<file path="config.mk">
export PLATFORM = sky130hd
export DESIGN_NAME = bkf_div
export DESIGN_NICKNAME = d
export VERILOG_FILES = /design/src/hw/rtl/bezier_keyframe_interpolator_assert.svh /design/src/hw/rtl/bkf_pkg.sv /design/src/hw/rtl/bkf_div.sv
export SDC_FILE = /design/constraint.sdc
export NUM_CORES = 2
export LEC_CHECK = 0
export BUFFER_PORTS_ARGS = -buffer_cell sky130_fd_sc_hd__buf_2
export CAP_MARGIN = 20
export CORE_UTILIZATION = 41
export CTS_CLUSTER_SIZE = 40
export DETAILED_ROUTE_END_ITERATION = 8
export MAX_ROUTING_LAYER = met4
export PLACE_DENSITY_LB_ADDON = 0.12
export SETUP_SLACK_MARGIN = 0.2
export SLEW_MARGIN = 25
export SYNTH_ARGS = -nofsm -noshare
export SYNTH_HDL_FRONTEND = slang
export SYNTH_SLANG_ARGS = --single-unit
</file>
<file path="constraint.sdc">
create_clock -name clock -period 3.66 [get_ports clock]
set_input_delay 0 -clock clock [delete_from_list [all_inputs] [get_ports clock]]
set_output_delay 0 -clock clock [all_outputs]
set_load 0.005 [all_outputs]
</file>
<file path="src/hw/rtl/bezier_keyframe_interpolator_assert.svh">
// Assertion macros shared by the RTL.
`ifndef BEZIER_KEYFRAME_INTERPOLATOR_ASSERT_SVH
`define BEZIER_KEYFRAME_INTERPOLATOR_ASSERT_SVH

// Same-cycle implication.
`define BKF_ASSERT_IMPLY(name, clk, rst, ante, cons, msg) \
   name: assert property (@(posedge clk) disable iff (rst) (ante) |-> (cons)) \
      else $error(msg);

// Next-cycle implication.
`define BKF_ASSERT_NEXT(name, clk, rst, ante, cons, msg) \
   name: assert property (@(posedge clk) disable iff (rst) (ante) |=> (cons)) \
      else $error(msg);

`endif

</file>
<file path="src/hw/rtl/bkf_pkg.sv">
`timescale 1ns / 1ps
`default_nettype none
package bkf_pkg;

   localparam int QUO_WIDTH   = 16;
   localparam int T_WIDTH     = QUO_WIDTH + 1;
   localparam int TONE_SHIFT  = 16;
   localparam logic [T_WIDTH-1:0] TONE = T_WIDTH'(1) << TONE_SHIFT;
   localparam int LERP_STAGES = 3;
   localparam int CSR_INDEX_WIDTH = 2;
   localparam logic signed [31:0] DEFAULT_Z_RESET = 32'sd65536;

   typedef enum logic [CSR_INDEX_WIDTH-1:0] {
      CSR_DEFAULT_X = 2'd0,
      CSR_DEFAULT_Y = 2'd1,
      CSR_DEFAULT_Z = 2'd2,
      CSR_X_ENABLED = 2'd3
   } csr_index_type;

   typedef enum logic [1:0] {
      AXIS_X = 2'd0,
      AXIS_Y = 2'd1,
      AXIS_Z = 2'd2
   } axis_type;

endpackage
`default_nettype wire

</file>
<file path="src/hw/rtl/bkf_div.sv">
`timescale 1ns / 1ps
`default_nettype none
// Restoring divider, one quotient bit per stage. Requires num < den.
module bkf_div #(
   parameter int FRAME_WIDTH = 32
) (
   input  wire logic                           clock,
   input  wire logic [bkf_pkg::QUO_WIDTH-1:0]  en,
   input  wire logic [FRAME_WIDTH-1:0]         num,
   input  wire logic [FRAME_WIDTH-1:0]         den,
   output logic      [bkf_pkg::QUO_WIDTH-1:0]  quo
);

   localparam int NS = bkf_pkg::QUO_WIDTH;

   logic [FRAME_WIDTH-1:0] rem_ff [NS];
   logic [FRAME_WIDTH-1:0] den_ff [NS-1];
   logic [NS-1:0]          quo_ff [NS];

   for (genvar i = 0; i < NS; i++) begin : g_stage
      logic [FRAME_WIDTH-1:0] r_src;
      logic [FRAME_WIDTH-1:0] d_src;
      logic [NS-1:0]          q_src;
      logic [FRAME_WIDTH:0]   shl;
      logic [FRAME_WIDTH:0]   dif;
      logic                   take;
      logic [FRAME_WIDTH-1:0] rem_in;
      logic [NS-1:0]          quo_in;

      if (i == 0) begin : g_first
         assign r_src = num;
         assign d_src = den;
         assign q_src = '0;
      end else begin : g_next
         assign r_src = rem_ff[i-1];
         assign d_src = den_ff[i-1];
         assign q_src = quo_ff[i-1];
      end

      assign shl    = {r_src, 1'b0};
      assign dif    = shl - {1'b0, d_src};
      assign take   = (shl >= {1'b0, d_src});
      assign rem_in = take ? dif[FRAME_WIDTH-1:0] : shl[FRAME_WIDTH-1:0];
      assign quo_in = {q_src[NS-2:0], take};

      always_ff @(posedge clock) begin
         if (en[i]) begin
            rem_ff[i] <= rem_in;
            quo_ff[i] <= quo_in;
         end
      end

      if (i < NS - 1) begin : g_den
         always_ff @(posedge clock) begin
            if (en[i]) begin
               den_ff[i] <= d_src;
            end
         end
      end
   end

   assign quo = quo_ff[NS-1];

endmodule
`default_nettype wire

</file>
Word-level counts from Yosys, hierarchy flattened. Memory sizes are Yosys's and may differ from the RTL's. Cells that the tools add are included.

RAM bits: 1248. Memories kept: 3. Output and inout bits: 16. Register bits after elaboration: 0.

Memory list: rem_ff (words 16, width 32, rd ports 15, clocked after Yosys merged registers in 0, wr ports 16, line bkf_div.sv:16) `logic [FRAME_WIDTH-1:0] rem_ff [NS];`; den_ff (words 15, width 32, rd ports 15, clocked after Yosys merged registers in 0, wr ports 15, line bkf_div.sv:17) `logic [FRAME_WIDTH-1:0] den_ff [NS-1];`; quo_ff (words 16, width 16, rd ports 16, clocked after Yosys merged registers in 0, wr ports 16, line bkf_div.sv:18) `logic [NS-1:0] quo_ff [NS];`.

Add/subtract/negate cells: 16. Mux-type cells: 48. $lt $le $gt $ge: 16.

Operators by type and width (number): >= comparator 33 x 32 -> 1 bit (16); two-way mux 32 bit (16); subtractor 32 bit (16); two-way mux 1 bit (32).

Longest topological paths before layout. An unclocked memory read counts as a cell.

Depth after elaboration: 3. Mapped depth: 16.

Worst setup path after synthesis. No wires, ideal clock.

Kind: reg-to-reg. From: memory rem_ff[4][12], in the netlist rem_ff[0][140]. To: memory rem_ff[5][4], in the netlist rem_ff[0][164] (data pin). Data required time: 3400 ps. Path slack: 284 ps. Cell stages (with the launch flop): 16. Data arrival time: 3116 ps. Period minus slack after synthesis: 3376 ps. Library setup time: 260 ps. Path through: edfxtp_1 -> ha_1 -> buf_2 -> nand2_1 -> or3_1 -> o221ai_2 -> a211oi_2 -> o31a_1 -> o21a_2 -> o21ai_2 -> a41oi_2 -> o21ai_1 -> a211o_1 -> buf_6 -> buf_6 -> mux2_4.

RTL lines (line): start: declaration (bkf_div.sv:16).

==> reports/summary.txt <==
Main synth FF type = edfxtp_1
final design utilization = 0.523
drt drc = 0
status = complete, but fails checks
CTS tree = done
Iteration-0 DRC Markers = 1,572
Placed Area = 71,200 um^2
die width = 398 um
TritonCTS Buffers = 134
crit path DAT = 4.23 ns
post-synth cell types = 88
deepest clock path buffer count = 3
fin nets = 7,376
hold path startpoint = num[11]
async set-reset flop share out of synthesis = 0
initial antenna violation count = 1
required time of the critical path = 4.18 ns
wire length per cell = 18.3 um
detailed-route via count = 46,471
TritonCTS Sinks = 1,096
Least-Margin Pin Slew = 1.22 ns
effective utilization at floorplan = 0.413
fin crit share = 1.01
fin crit period = 3.71 ns
final hold violations = 0
#FFs+latches synth = 1,096
Crit. End Element = flop
EDFF count, synth = 1,096
clock skew = 0.0302 ns
I/O Buffers = 96
highest-delay cell along the critical path = edfxtp_1
largest family of logic cells by synthesized area = compound AO/OA/AOI/OAI gates
final antenna-violating net count = 0
Die ar. = 159,000 um^2
fraction of synthesized cell area in xor and xnor cells = 0.0533
Critical Path Fanout Max = 7
clk_lat worst skew = 0.78 ns
leading post-synthesis cells by cell area = edfxtp_1, ha_1, inv_1
clock-pin slew on the worst setup and hold paths = 0.06 ns
worst r2r src = rem_ff[1][133]$_DFFE_PP_
vias in the first global route = 48,470
largest net degree at the start of global routing = 79
RSZ-0062 raised after global routing = yes
Fillers = 13,592
Die Y = 398 um
final instance area = 81,600 um^2
Hold Slack = 0.0723 ns
Worst Path Buf+Inv = 2
Max Cap Viol = 0
Finished Layout Cells = 8,926
Antenna diodes = 0
synth warn = 0
Syn Inst Count = 5,870
FMAX = 0.270 GHz
most frequent cells in the layout = edfxtp_1, inv_1, buf_4
core area = 156,000 um^2
HPWL after DPL = 118 mm
slowest stage delay, CP = 0.41 ns
first-pass GRT wire length = 249 mm
setup TNS = -0.0732 ns
GR Overflow Total = 0
Synth Area in Compound Gates = 0.157
Worst Slack Setup Final = -0.0465 ns
share of the synthesized area in the top cell type = 0.511
Slew Viols, Final = 0
min-delay worst type = input port to flop
GPL Wtd Cong = 0.937
Worst VDD drop = 0.543 mV
H-tree depth = 4
FP Rows = 145
setup violators final = 5
Post-Synth Adder-Cell Area = 0.104
Via density = 5.21
layout cells sized above 1 = 0.228
CTS Root Cell = clkbuf_16
Syn Std Cell Area = 64,400 um^2
Critical Path Source = rem_ff[1][133]$_DFFE_PP_
startpoint types = flop
commonest non-fill, non-tap cell in the layout = edfxtp_1
Avg Inst Size Synth = 11.0 um^2
Max-slew headroom = 0.183
Layout Area Growth over Synthesis = 26.7%
P_leak = 34.6 nW
worst path cell trace = ha_1 -> a21o_1 -> a31oi_1 -> o22ai_1 -> a211o_1 -> a211oi_2 -> o21ai_1 -> a31o_2 -> a21oi_2 -> o41a_4 -> buf_12 -> buf_12 -> a211oi_2 -> a21o_1
CP Class = flop to flop
Synth area leader = edfxtp_1
Ports = 97
aggregate global-route resource usage = 0.207
failing checks = negative setup slack
PD cells = 903 nW/um^2
total routed wirelength = 163 mm
CP delay by family, top = compound AO/OA/AOI/OAI gates
dpl cells = 8,411
syn nets = 6,477
multiplexer share of the synthesized area = 0.0337
DR pass1 iterations = 7
Post-Synth Simple-Gate Area = 0.0962
sequential area share after synthesis = 0.511
[worst min-delay path, stage by stage]
cell and delay (ns):
dlygate4sd3_1 0.51, buf_2 0.11, nand2_1 0.04, o21ai_0 0.06
[flip-flops by register name, summed over array words and instances (netlist names)]
| register | count |
|---|---|
| den_ff | 480 |
| rem_ff | 480 |
| quo_ff | 136 |
[logic make-up (layout without fill, tap and decap cells)]
| logic type | count (synthesis) | after routing |
|---|---|---|
| adder cells (fa/ha/maj) | 526 | 526 |
| buffers and inverters | 757 | 1753 |
| AO/OA/AOI/OAI | 1603 | 1605 |
| XOR/XNOR | 392 | 392 |
| multiplexers | 186 | 186 |
| AND/OR/NAND/NOR | 1310 | 1310 |
| flip-flops | 1096 | 1096 |
[final cells by class]
| cell class | instances | area [um^2] | share of cell area |
|---|---|---|---|
| flip-flops and latches | 1096 | 32900 | 0.403 |
| multi-input cells | 4019 | 31200 | 0.382 |
| well taps | 2058 | 2570 | 0.0316 |
| repair buffers | 905 | 8400 | 0.103 |
| clock buffers | 165 | 3490 | 0.0428 |
| clock inverters | 70 | 712 | 0.00872 |
| inverters | 613 | 2310 | 0.0283 |
[Yosys cell counts (22+ instances only)]
cell type	count
mux2_4	26
xor2_1	161
edfxtp_1	1096
nor2_1	284
mux2_2	145
o31ai_1	46
xnor2_1	231
a211oi_1	48
inv_1	613
a21oi_1	429
o21ai_0	436
o21a_1	65
nor3_1	56
nand2_1	465
clkbuf_1	99
nand3_1	96
a21o_1	265
buf_2	38
and2_1	25
nand4_1	79
o211ai_1	22
a31oi_1	41
and3_1	36
nand2b_1	83
ha_1	511
nor2b_1	96
o21bai_1	53
[power breakdown]
part	total (mW)	internal, mW	leakage [nW]	switching, mW
Combinational	40.1	20.0	21.9	20.1
Clock	12.7	7.45	2.05	5.28
Sequential	20.9	18.9	10.7	1.94
Total	73.7	46.3	34.6	27.3
[per-stage QoR]
step / power, mW / setup WS, ns
6_report: 73.7 / -0.0465
2_1_floorplan: 42.7 / 0.284
3_3_place_gp: 53.0 / -0.446
5_1_grt: 78.4 / -0.0725
3_5_place_dp: 53.2 / -0.456
4_1_cts: 70.6 / 0.00301
[repair_timing]
action	in CTS	in global routing
hold buffers	112	0
hold endpoints to repair	1009	0
cloned	30	12
pin swaps	117	160
buffers inserted	70	56
setup endpoints to repair	451	445
resized for setup	304	438
[worst paths after layout]
check | to | slack (ns) | cells after the start
max | rem_ff[1][163]$_DFFE_PP_ | -0.05 | 14
min reg2reg | quo_ff[0][101]$_DFFE_PP_ | 0.39 | 0
min | rem_ff[0][12]$_DFFE_PP_ | 0.07 | 4
max reg2reg | rem_ff[1][163]$_DFFE_PP_ | -0.05 | 14
[layer usage]
layer | share of wire | vias up | track usage
li1 | - | 23234 | -
met1 | 0.32 | 22007 | 0.168
met2 | 0.58 | 743 | 0.421
met3 | 0.022 | 487 | 0.0248
met4 | 0.074 | 0 | 0.136
met5 | 0 | - | -
Note: power is estimated with default switching activity, not from simulation.
