$ cat src/hw/rtl/bezier_keyframe_interpolator_assert.svh
// Assertion macros shared by the RTL.
`ifndef BEZIER_KEYFRAME_INTERPOLATOR_ASSERT_SVH
`define BEZIER_KEYFRAME_INTERPOLATOR_ASSERT_SVH

// Same-cycle implication.
`define BKF_ASSERT_IMPLY(name, clk, rst, ante, cons, msg) \
   name: assert property (@(posedge clk) disable iff (rst) (ante) |-> (cons)) \
      else $error(msg);

// Next-cycle implication.
`define BKF_ASSERT_NEXT(name, clk, rst, ante, cons, msg) \
   name: assert property (@(posedge clk) disable iff (rst) (ante) |=> (cons)) \
      else $error(msg);

`endif

$ cat src/hw/rtl/bkf_pkg.sv
`timescale 1ns / 1ps
`default_nettype none
package bkf_pkg;

   localparam int QUO_WIDTH   = 16;
   localparam int T_WIDTH     = QUO_WIDTH + 1;
   localparam int TONE_SHIFT  = 16;
   localparam logic [T_WIDTH-1:0] TONE = T_WIDTH'(1) << TONE_SHIFT;
   localparam int LERP_STAGES = 3;
   localparam int CSR_INDEX_WIDTH = 2;
   localparam logic signed [31:0] DEFAULT_Z_RESET = 32'sd65536;

   typedef enum logic [CSR_INDEX_WIDTH-1:0] {
      CSR_DEFAULT_X = 2'd0,
      CSR_DEFAULT_Y = 2'd1,
      CSR_DEFAULT_Z = 2'd2,
      CSR_X_ENABLED = 2'd3
   } csr_index_type;

   typedef enum logic [1:0] {
      AXIS_X = 2'd0,
      AXIS_Y = 2'd1,
      AXIS_Z = 2'd2
   } axis_type;

endpackage
`default_nettype wire

$ cat src/hw/rtl/bkf_lerp.sv
`timescale 1ns / 1ps
`default_nettype none
// One de Casteljau level: y = a + floor((b - a) * t / 2^16), three stages.
module bkf_lerp #(
   parameter int LANES = 3,
   parameter int W     = 33
) (
   input  wire logic                                clock,
   input  wire logic [bkf_pkg::LERP_STAGES-1:0]     en,
   input  wire logic [bkf_pkg::T_WIDTH-1:0]         t_in,
   input  wire logic signed [W-1:0]                 a_in [LANES],
   input  wire logic signed [W-1:0]                 b_in [LANES],
   output logic      [bkf_pkg::T_WIDTH-1:0]         t_out,
   output logic signed [W-1:0]                      y_out [LANES]
);

   localparam int TW  = bkf_pkg::T_WIDTH;
   localparam int PRW = W + TW + 2;

   logic [TW-1:0] t_a_ff;
   logic [TW-1:0] t_b_ff;
   logic [TW-1:0] t_c_ff;

   always_ff @(posedge clock) begin
      if (en[0]) t_a_ff <= t_in;
      if (en[1]) t_b_ff <= t_a_ff;
      if (en[2]) t_c_ff <= t_b_ff;
   end

   assign t_out = t_c_ff;

   for (genvar i = 0; i < LANES; i++) begin : g_lane
      logic signed [W-1:0]   a_a_ff;
      logic signed [W:0]     d_a_ff;
      logic signed [W:0]     d_a_in;
      logic signed [W-1:0]   a_b_ff;
      logic signed [PRW-1:0] p_b_ff;
      logic signed [PRW-1:0] p_b_in;
      logic signed [PRW-1:0] sum;
      logic signed [W-1:0]   y_ff;

      assign d_a_in = (W+1)'(b_in[i]) - (W+1)'(a_in[i]);
      assign p_b_in = d_a_ff * $signed({1'b0, t_a_ff});
      assign sum    = PRW'(a_b_ff) + (p_b_ff >>> bkf_pkg::TONE_SHIFT);

      always_ff @(posedge clock) begin
         if (en[0]) begin
            a_a_ff <= a_in[i];
            d_a_ff <= d_a_in;
         end
         if (en[1]) begin
            a_b_ff <= a_a_ff;
            p_b_ff <= p_b_in;
         end
         if (en[2]) begin
            y_ff <= sum[W-1:0];
         end
      end

      assign y_out[i] = y_ff;
   end

endmodule
`default_nettype wire

$ cat config.mk
export PLATFORM = sky130hd
export DESIGN_NAME = bkf_lerp
export DESIGN_NICKNAME = d
export VERILOG_FILES = /design/src/hw/rtl/bezier_keyframe_interpolator_assert.svh /design/src/hw/rtl/bkf_pkg.sv /design/src/hw/rtl/bkf_lerp.sv
export SDC_FILE = /design/constraint.sdc
export NUM_CORES = 2
export LEC_CHECK = 0
export ABC_AREA = 1
export BUFFER_PORTS_ARGS = -buffer_cell sky130_fd_sc_hd__buf_2
export CAP_MARGIN = 30
export CORE_MARGIN = 2
export CORE_UTILIZATION = 45
export DETAILED_ROUTE_END_ITERATION = 6
export HOLD_SLACK_MARGIN = 0.1
export SLEW_MARGIN = 20
export SYNTH_ARGS = -nofsm -noshare
export SYNTH_HDL_FRONTEND = slang
export SYNTH_SLANG_ARGS = --single-unit
$ cat constraint.sdc
create_clock -name clock -period 8.45 [get_ports clock]
set_clock_uncertainty 0.2 [all_clocks]
set_input_delay 0.845 -clock clock [delete_from_list [all_inputs] [get_ports clock]]
set_output_delay 0.845 -clock clock [all_outputs]
set_load 0.02 [all_outputs]
After elaboration in Yosys (flattened, before gate mapping)
Cells that the tools add are included.
{"block": "op_classes", "n_addsub": 6, "multipliers": 3}
{"op": "$mul 34x18->49", "count": 3}
{"op": "$sub 33x33->34", "count": 3}
{"op": "$add 33x33->33", "count": 3}
{"block": "totals", "register_bits": 597, "inputBits": 219, "out_inout_bits": 116, "word_cells": 27}

Longest topological paths before layout
{"block": "logic_depth", "word_depth": 1, "depth_mapped": 29, "depth_no_buf": 26}

Least setup slack after synthesis
Ideal clock, no wire load.
{"block": "synth_timing", "path_type": "flip-flop to flip-flop", "start": "register t_a_ff[4]", "end": "register g_lane[1].p_b_ff[48], data pin", "setup_ns": 0.253, "arrival_time_ns": 5.663, "required_ns": 7.997, "setup_slack_ns": 2.334, "path_stages_with_launch": 23, "n_path_buf": 2, "synth_period_minus_slack_ns": 6.116, "path_cell_list": "edfxtp_1 -> clkbuf_1 -> clkbuf_1 -> nand2_1 -> fa_1 -> fa_1 -> inv_1 -> fa_1 -> fa_1 -> inv_1 -> fa_1 -> fa_1 -> inv_1 -> ha_1 -> inv_1 -> nor3_1 -> nand2_1 -> nor2_1 -> nand3_1 -> nor2_1 -> nor2_1 -> nand3_1 -> nand2_1"}
{"block": "synth_via", "elab_chain_len": 1}
{"item": "start, declared", "line": "bkf_lerp.sv:20", "source": "logic [TW-1:0] t_a_ff;"}
{"item": "start signal, assigned", "line": "bkf_lerp.sv:25", "source": "if (en[0]) t_a_ff <= t_in;"}
{"item": "$mul 34x18->49", "line": "bkf_lerp.sv:43", "source": "assign p_b_in = d_a_ff * $signed({1'b0, t_a_ff});"}
{"item": "via g_lane[1].p_b_in[48]", "line": "bkf_lerp.sv:38", "source": "logic signed [PRW-1:0] p_b_in;"}
{"item": "end signal, assigned", "line": "bkf_lerp.sv:53", "source": "p_b_ff <= p_b_in;"}
{"item": "end, declared", "line": "bkf_lerp.sv:37", "source": "logic signed [PRW-1:0] p_b_ff;"}
The timed path passes the listed nets, and every way through them passes these cells.
A chain may end at the register's enable or synchronous reset.

Worst setup path in the final report
{"block": "layout_timing", "start": "register t_a_ff[3]", "end": "register g_lane[1].p_b_ff[47], data pin"}
Same word-level chain as after synthesis.

==> results by group <==
Run status
  – Status: complete, but fails checks
  – Failing checks: design-rule violations

Worst setup path
  – Worst-case reg-to-reg path depth: 20
  – Startpoint types: flop
  – Worst r2r dst: g_lane[1].p_b_ff[47]
  – Worst reg2reg startpoint: t_a_ff[3]
  – CP Class: flop to flop
  – R2r setup slk: 1.27 ns
  – Arr. time, crit path: about 7.4 ns
  – Required arrival time at the worst endpoint: between 8 and 9 ns
  – CP endpoint kind: flop
  – Largest fanout on the critical path: about 100

STA
  – Part of the cycle the worst path needs: 0.849
  – # setup viols final: 0
  – Count of final max-slew check failures: 0
  – Maximum clock rate: ~140 MHz
  – Hold Vio Cnt, Final: 0
  – Worst-Margin Slew: between 1 and 1.5 ns
  – Slew margin rel.: 0.302
  – Setup TNS: 0 ns
  – WHS: ~0.15 ns
  – Unrepaired setup endpoints after global routing: false
  – Minimum clock period after layout: 7.18 ns

CTS
  – Post-CTS Setup Bufs: 0
  – CTS max path bufs: 3
  – Clock slew at reported path FFs: 0.06 ns
  – H-tree Lvls: 3
  – Root Driver: clkbuf_16
  – Worst skew pair latency: between 0.7 and 0.8 ns
  – Post-CTS sizing: 0
  – Post-CTS Hold Buffers: 67
  – CTS tree: built
  – # clock sinks: roughly 550
  – TritonCTS buffer count: 71

Placement
  – IO buf count: approximately 330
  – DP HPWL: between 200000 and 250000 um
  – Gpl congestion: between 0.9 and 1

Hold path
  – Hold path cells: 1
  – Hold path start: a_in[25]
  – Hold EP: g_lane[2].a_a_ff[25]
  – Hold crit path type: input pin to flop

Detailed routing
  – DR pass1 iterations: 7
  – Initial DRC count: between 5000 and 6000
  – Drc violations: 3
  – Vias/cell: 4.98
  – Routed via count: about 74000
  – Wire per inst: 19.1 um
  – Routed Antenna Nets: 0
  – DRT Wirelength: 285000 um

Finish
  – Layout Nets: approximately 15000
  – Filler Cells Inserted: a little over 20000
  – Register Area: 0.0165 mm^2
  – Fraction of layout cells with a size suffix above 1: 0.0500
  – Area Overhead vs Synth: 8.31%
  – Multi-input logic area: 0.0612 mm^2

Run
  – Maxcap violations: 0

Logic synthesis
  – Distinct cells, synth: 38
  – Post-synthesis sequential element count: 549
  – Seq/Total Area, Yosys: 0.177
  – Synthesis warning total: 0
  – Syn Nets: 14300
  – Mapped Avg Cell Area: ~7.8 um^2
  – Cells after Synth: between 10000 and 15000
  – Cell area after synthesis: 0.0932 mm^2

Global route
  – All-layer global routing usage: 0.275
  – Grt ovf: 0
  – Number of global-route vias before repair: around 78000
  – Pin count of the biggest net entering global routing: around 110
  – Initial antenna violation count: 7
  – First-pass GRT wire length: around 450000 um

Die
  – Cell Rows: between 150 and 200
  – Die area: around 0.21 mm^2
  – Initial Utilization: 0.452
  – Die height: approximately 460 um
  – Core ar.: a little over 0.2 mm^2
  – Chip width: roughly 460 um
  – Boundary Pins: about 340
## cell usage after synthesis
cell	n	share of area
clkbuf_1	378	0.015
nor2_2	14	0.00094
a21boi_0	31	0.0025
buf_2	6	0.00032
o21ai_2	12	0.0011
inv_1	3754	0.15
a21oi_1	339	0.018
nand2_1	3289	0.13
o21ai_1	7	0.00038
nor2_4	8	0.00097
nand3_2	4	0.00043
o21bai_1	73	0.0059
nor2_1	471	0.019
nand2_2	13	0.00087
nor3_2	3	0.00032
and3_1	6	0.00040
ha_1	531	0.071
a31oi_1	7	0.00047
xor2_1	166	0.016
clkbuf_2	1	0.000054
inv_2	12	0.00048
xnor2_1	30	0.0028
o21ai_0	169	0.0091
edfxtp_1	549	0.18
nor3_1	45	0.0024
nor4_1	12	0.00081
a21oi_2	3	0.00028
nand3_1	288	0.015
a21o_1	39	0.0031
o21a_1	14	0.0011
nand3b_1	20	0.0016
nand4_1	73	0.0049
and2_1	2	0.00013
or2_2	4	0.00027
or2_1	6	0.00040
fa_1	1593	0.34
o211ai_1	10	0.00081
buf_1	3	0.00012
## layout make-up
class	count	area share
Multi-Input combinational cell	7282	0.606
Antenna cell	2	0.0000496
Inverter	3766	0.140
Tap cell	2704	0.0335
Timing Repair Buffer	496	0.0341
Clock inverter	48	0.00559
Sequential cell	549	0.163
Clock buffer	80	0.0179
## metal layers
metal  up-vias  routed length, um  global-route usage
met5         -                  0                   0
met4         0               7340              0.0734
met3       381              15700              0.0271
met2      2124             138000               0.467
met1     37100             124000               0.377
li1      34800                  -                   -
## flip-flops by register name, indices dropped and copies added, names as in the netlist
name,cells
g_lane.d_a_ff,102
g_lane.a_a_ff,99
g_lane.a_b_ff,99
g_lane.p_b_ff,99
g_lane.y_ff,99
t_a_ff,17
t_b_ff,17
t_out,17
## stage by stage
| stage | area, um^2 | worst slack, ns | utilization | std cells |
|---|---|---|---|---|
| after floorplan | 93200 | 2.33 | - | 12000 |
| after global placement | 97800 | 1.37 | 0.474 | 14700 |
| after detailed placement | 97800 | 1.34 | 0.474 | 14700 |
| after CTS | 101000 | 1.30 | 0.489 | 14900 |
| after global routing | 101000 | 1.02 | 0.489 | 14900 |
| final | 101000 | 1.27 | 0.489 | 14900 |
## worst max path at each step
| stage | startpoint | end | slack [ns] | cells past startpoint |
|---|---|---|---|---|
| 2_1_floorplan | t_a_ff[4] | g_lane[1].p_b_ff[48] | 2.33 | 22 |
| 3_3_place_gp | t_a_ff[3] | g_lane[1].p_b_ff[47] | 1.37 | 20 |
| 3_5_place_dp | t_a_ff[3] | g_lane[1].p_b_ff[47] | 1.34 | 20 |
| 4_1_cts | t_a_ff[3] | g_lane[1].p_b_ff[47] | 1.30 | 20 |
| 5_1_grt | t_a_ff[3] | g_lane[1].p_b_ff[47] | 1.02 | 20 |
| 6_report | t_a_ff[3] | g_lane[1].p_b_ff[47] | 1.27 | 20 |
## logic make-up (layout without fill, tap and decap cells)
kind of cell / count (synthesis) / in the layout / share of synthesized area
AND/OR/NAND/NOR: 4258 / 4258 / 0.181
buffers and inverters: 4154 / 4390 / 0.167
adder cells (fa/ha/maj): 2124 / 2124 / 0.413
AO/OA/AOI/OAI: 704 / 704 / 0.0430
flip-flops: 549 / 549 / 0.177
XOR/XNOR: 196 / 196 / 0.0184
other: 0 / 2 / 0
## cells in the final DEF (no fill, tap or decap), drive strengths merged, types with 7 or more instances in the layout
master / n
a21boi: 31
a21o: 39
a21oi: 342
a31oi: 7
buf: 429
bufinv: 7
clkbuf: 80
clkinv: 27
dlygate4sd3: 67
edfxtp: 549
fa: 1593
ha: 531
inv: 3775
nand2: 3302
nand3: 292
nand3b: 20
nand4: 73
nor2: 493
nor3: 48
nor4: 12
o211ai: 10
o21a: 14
o21ai: 188
o21bai: 73
or2: 10
xnor2: 30
xor2: 166
## worst max-delay path, cell delays in order, from the launching register on
cell and delay [ns]:
edfxtp_1 0.38, buf_12 0.45, nand2_1 0.27, fa_1 0.69
fa_1 0.86, inv_1 0.21, fa_1 0.52, inv_1 0.06
fa_1 0.53, inv_1 0.05, fa_1 0.50, fa_1 0.42
ha_1 0.40, inv_1 0.14, nor3_1 0.29, and2_1 0.21
nand2_1 0.11, nor2_1 0.10, nand2_1 0.15, nand4_1 0.13
nand2_1 0.07
Power is not shown: default switching activity piles up to over one toggle a cycle in this logic, so the estimate is an artifact.
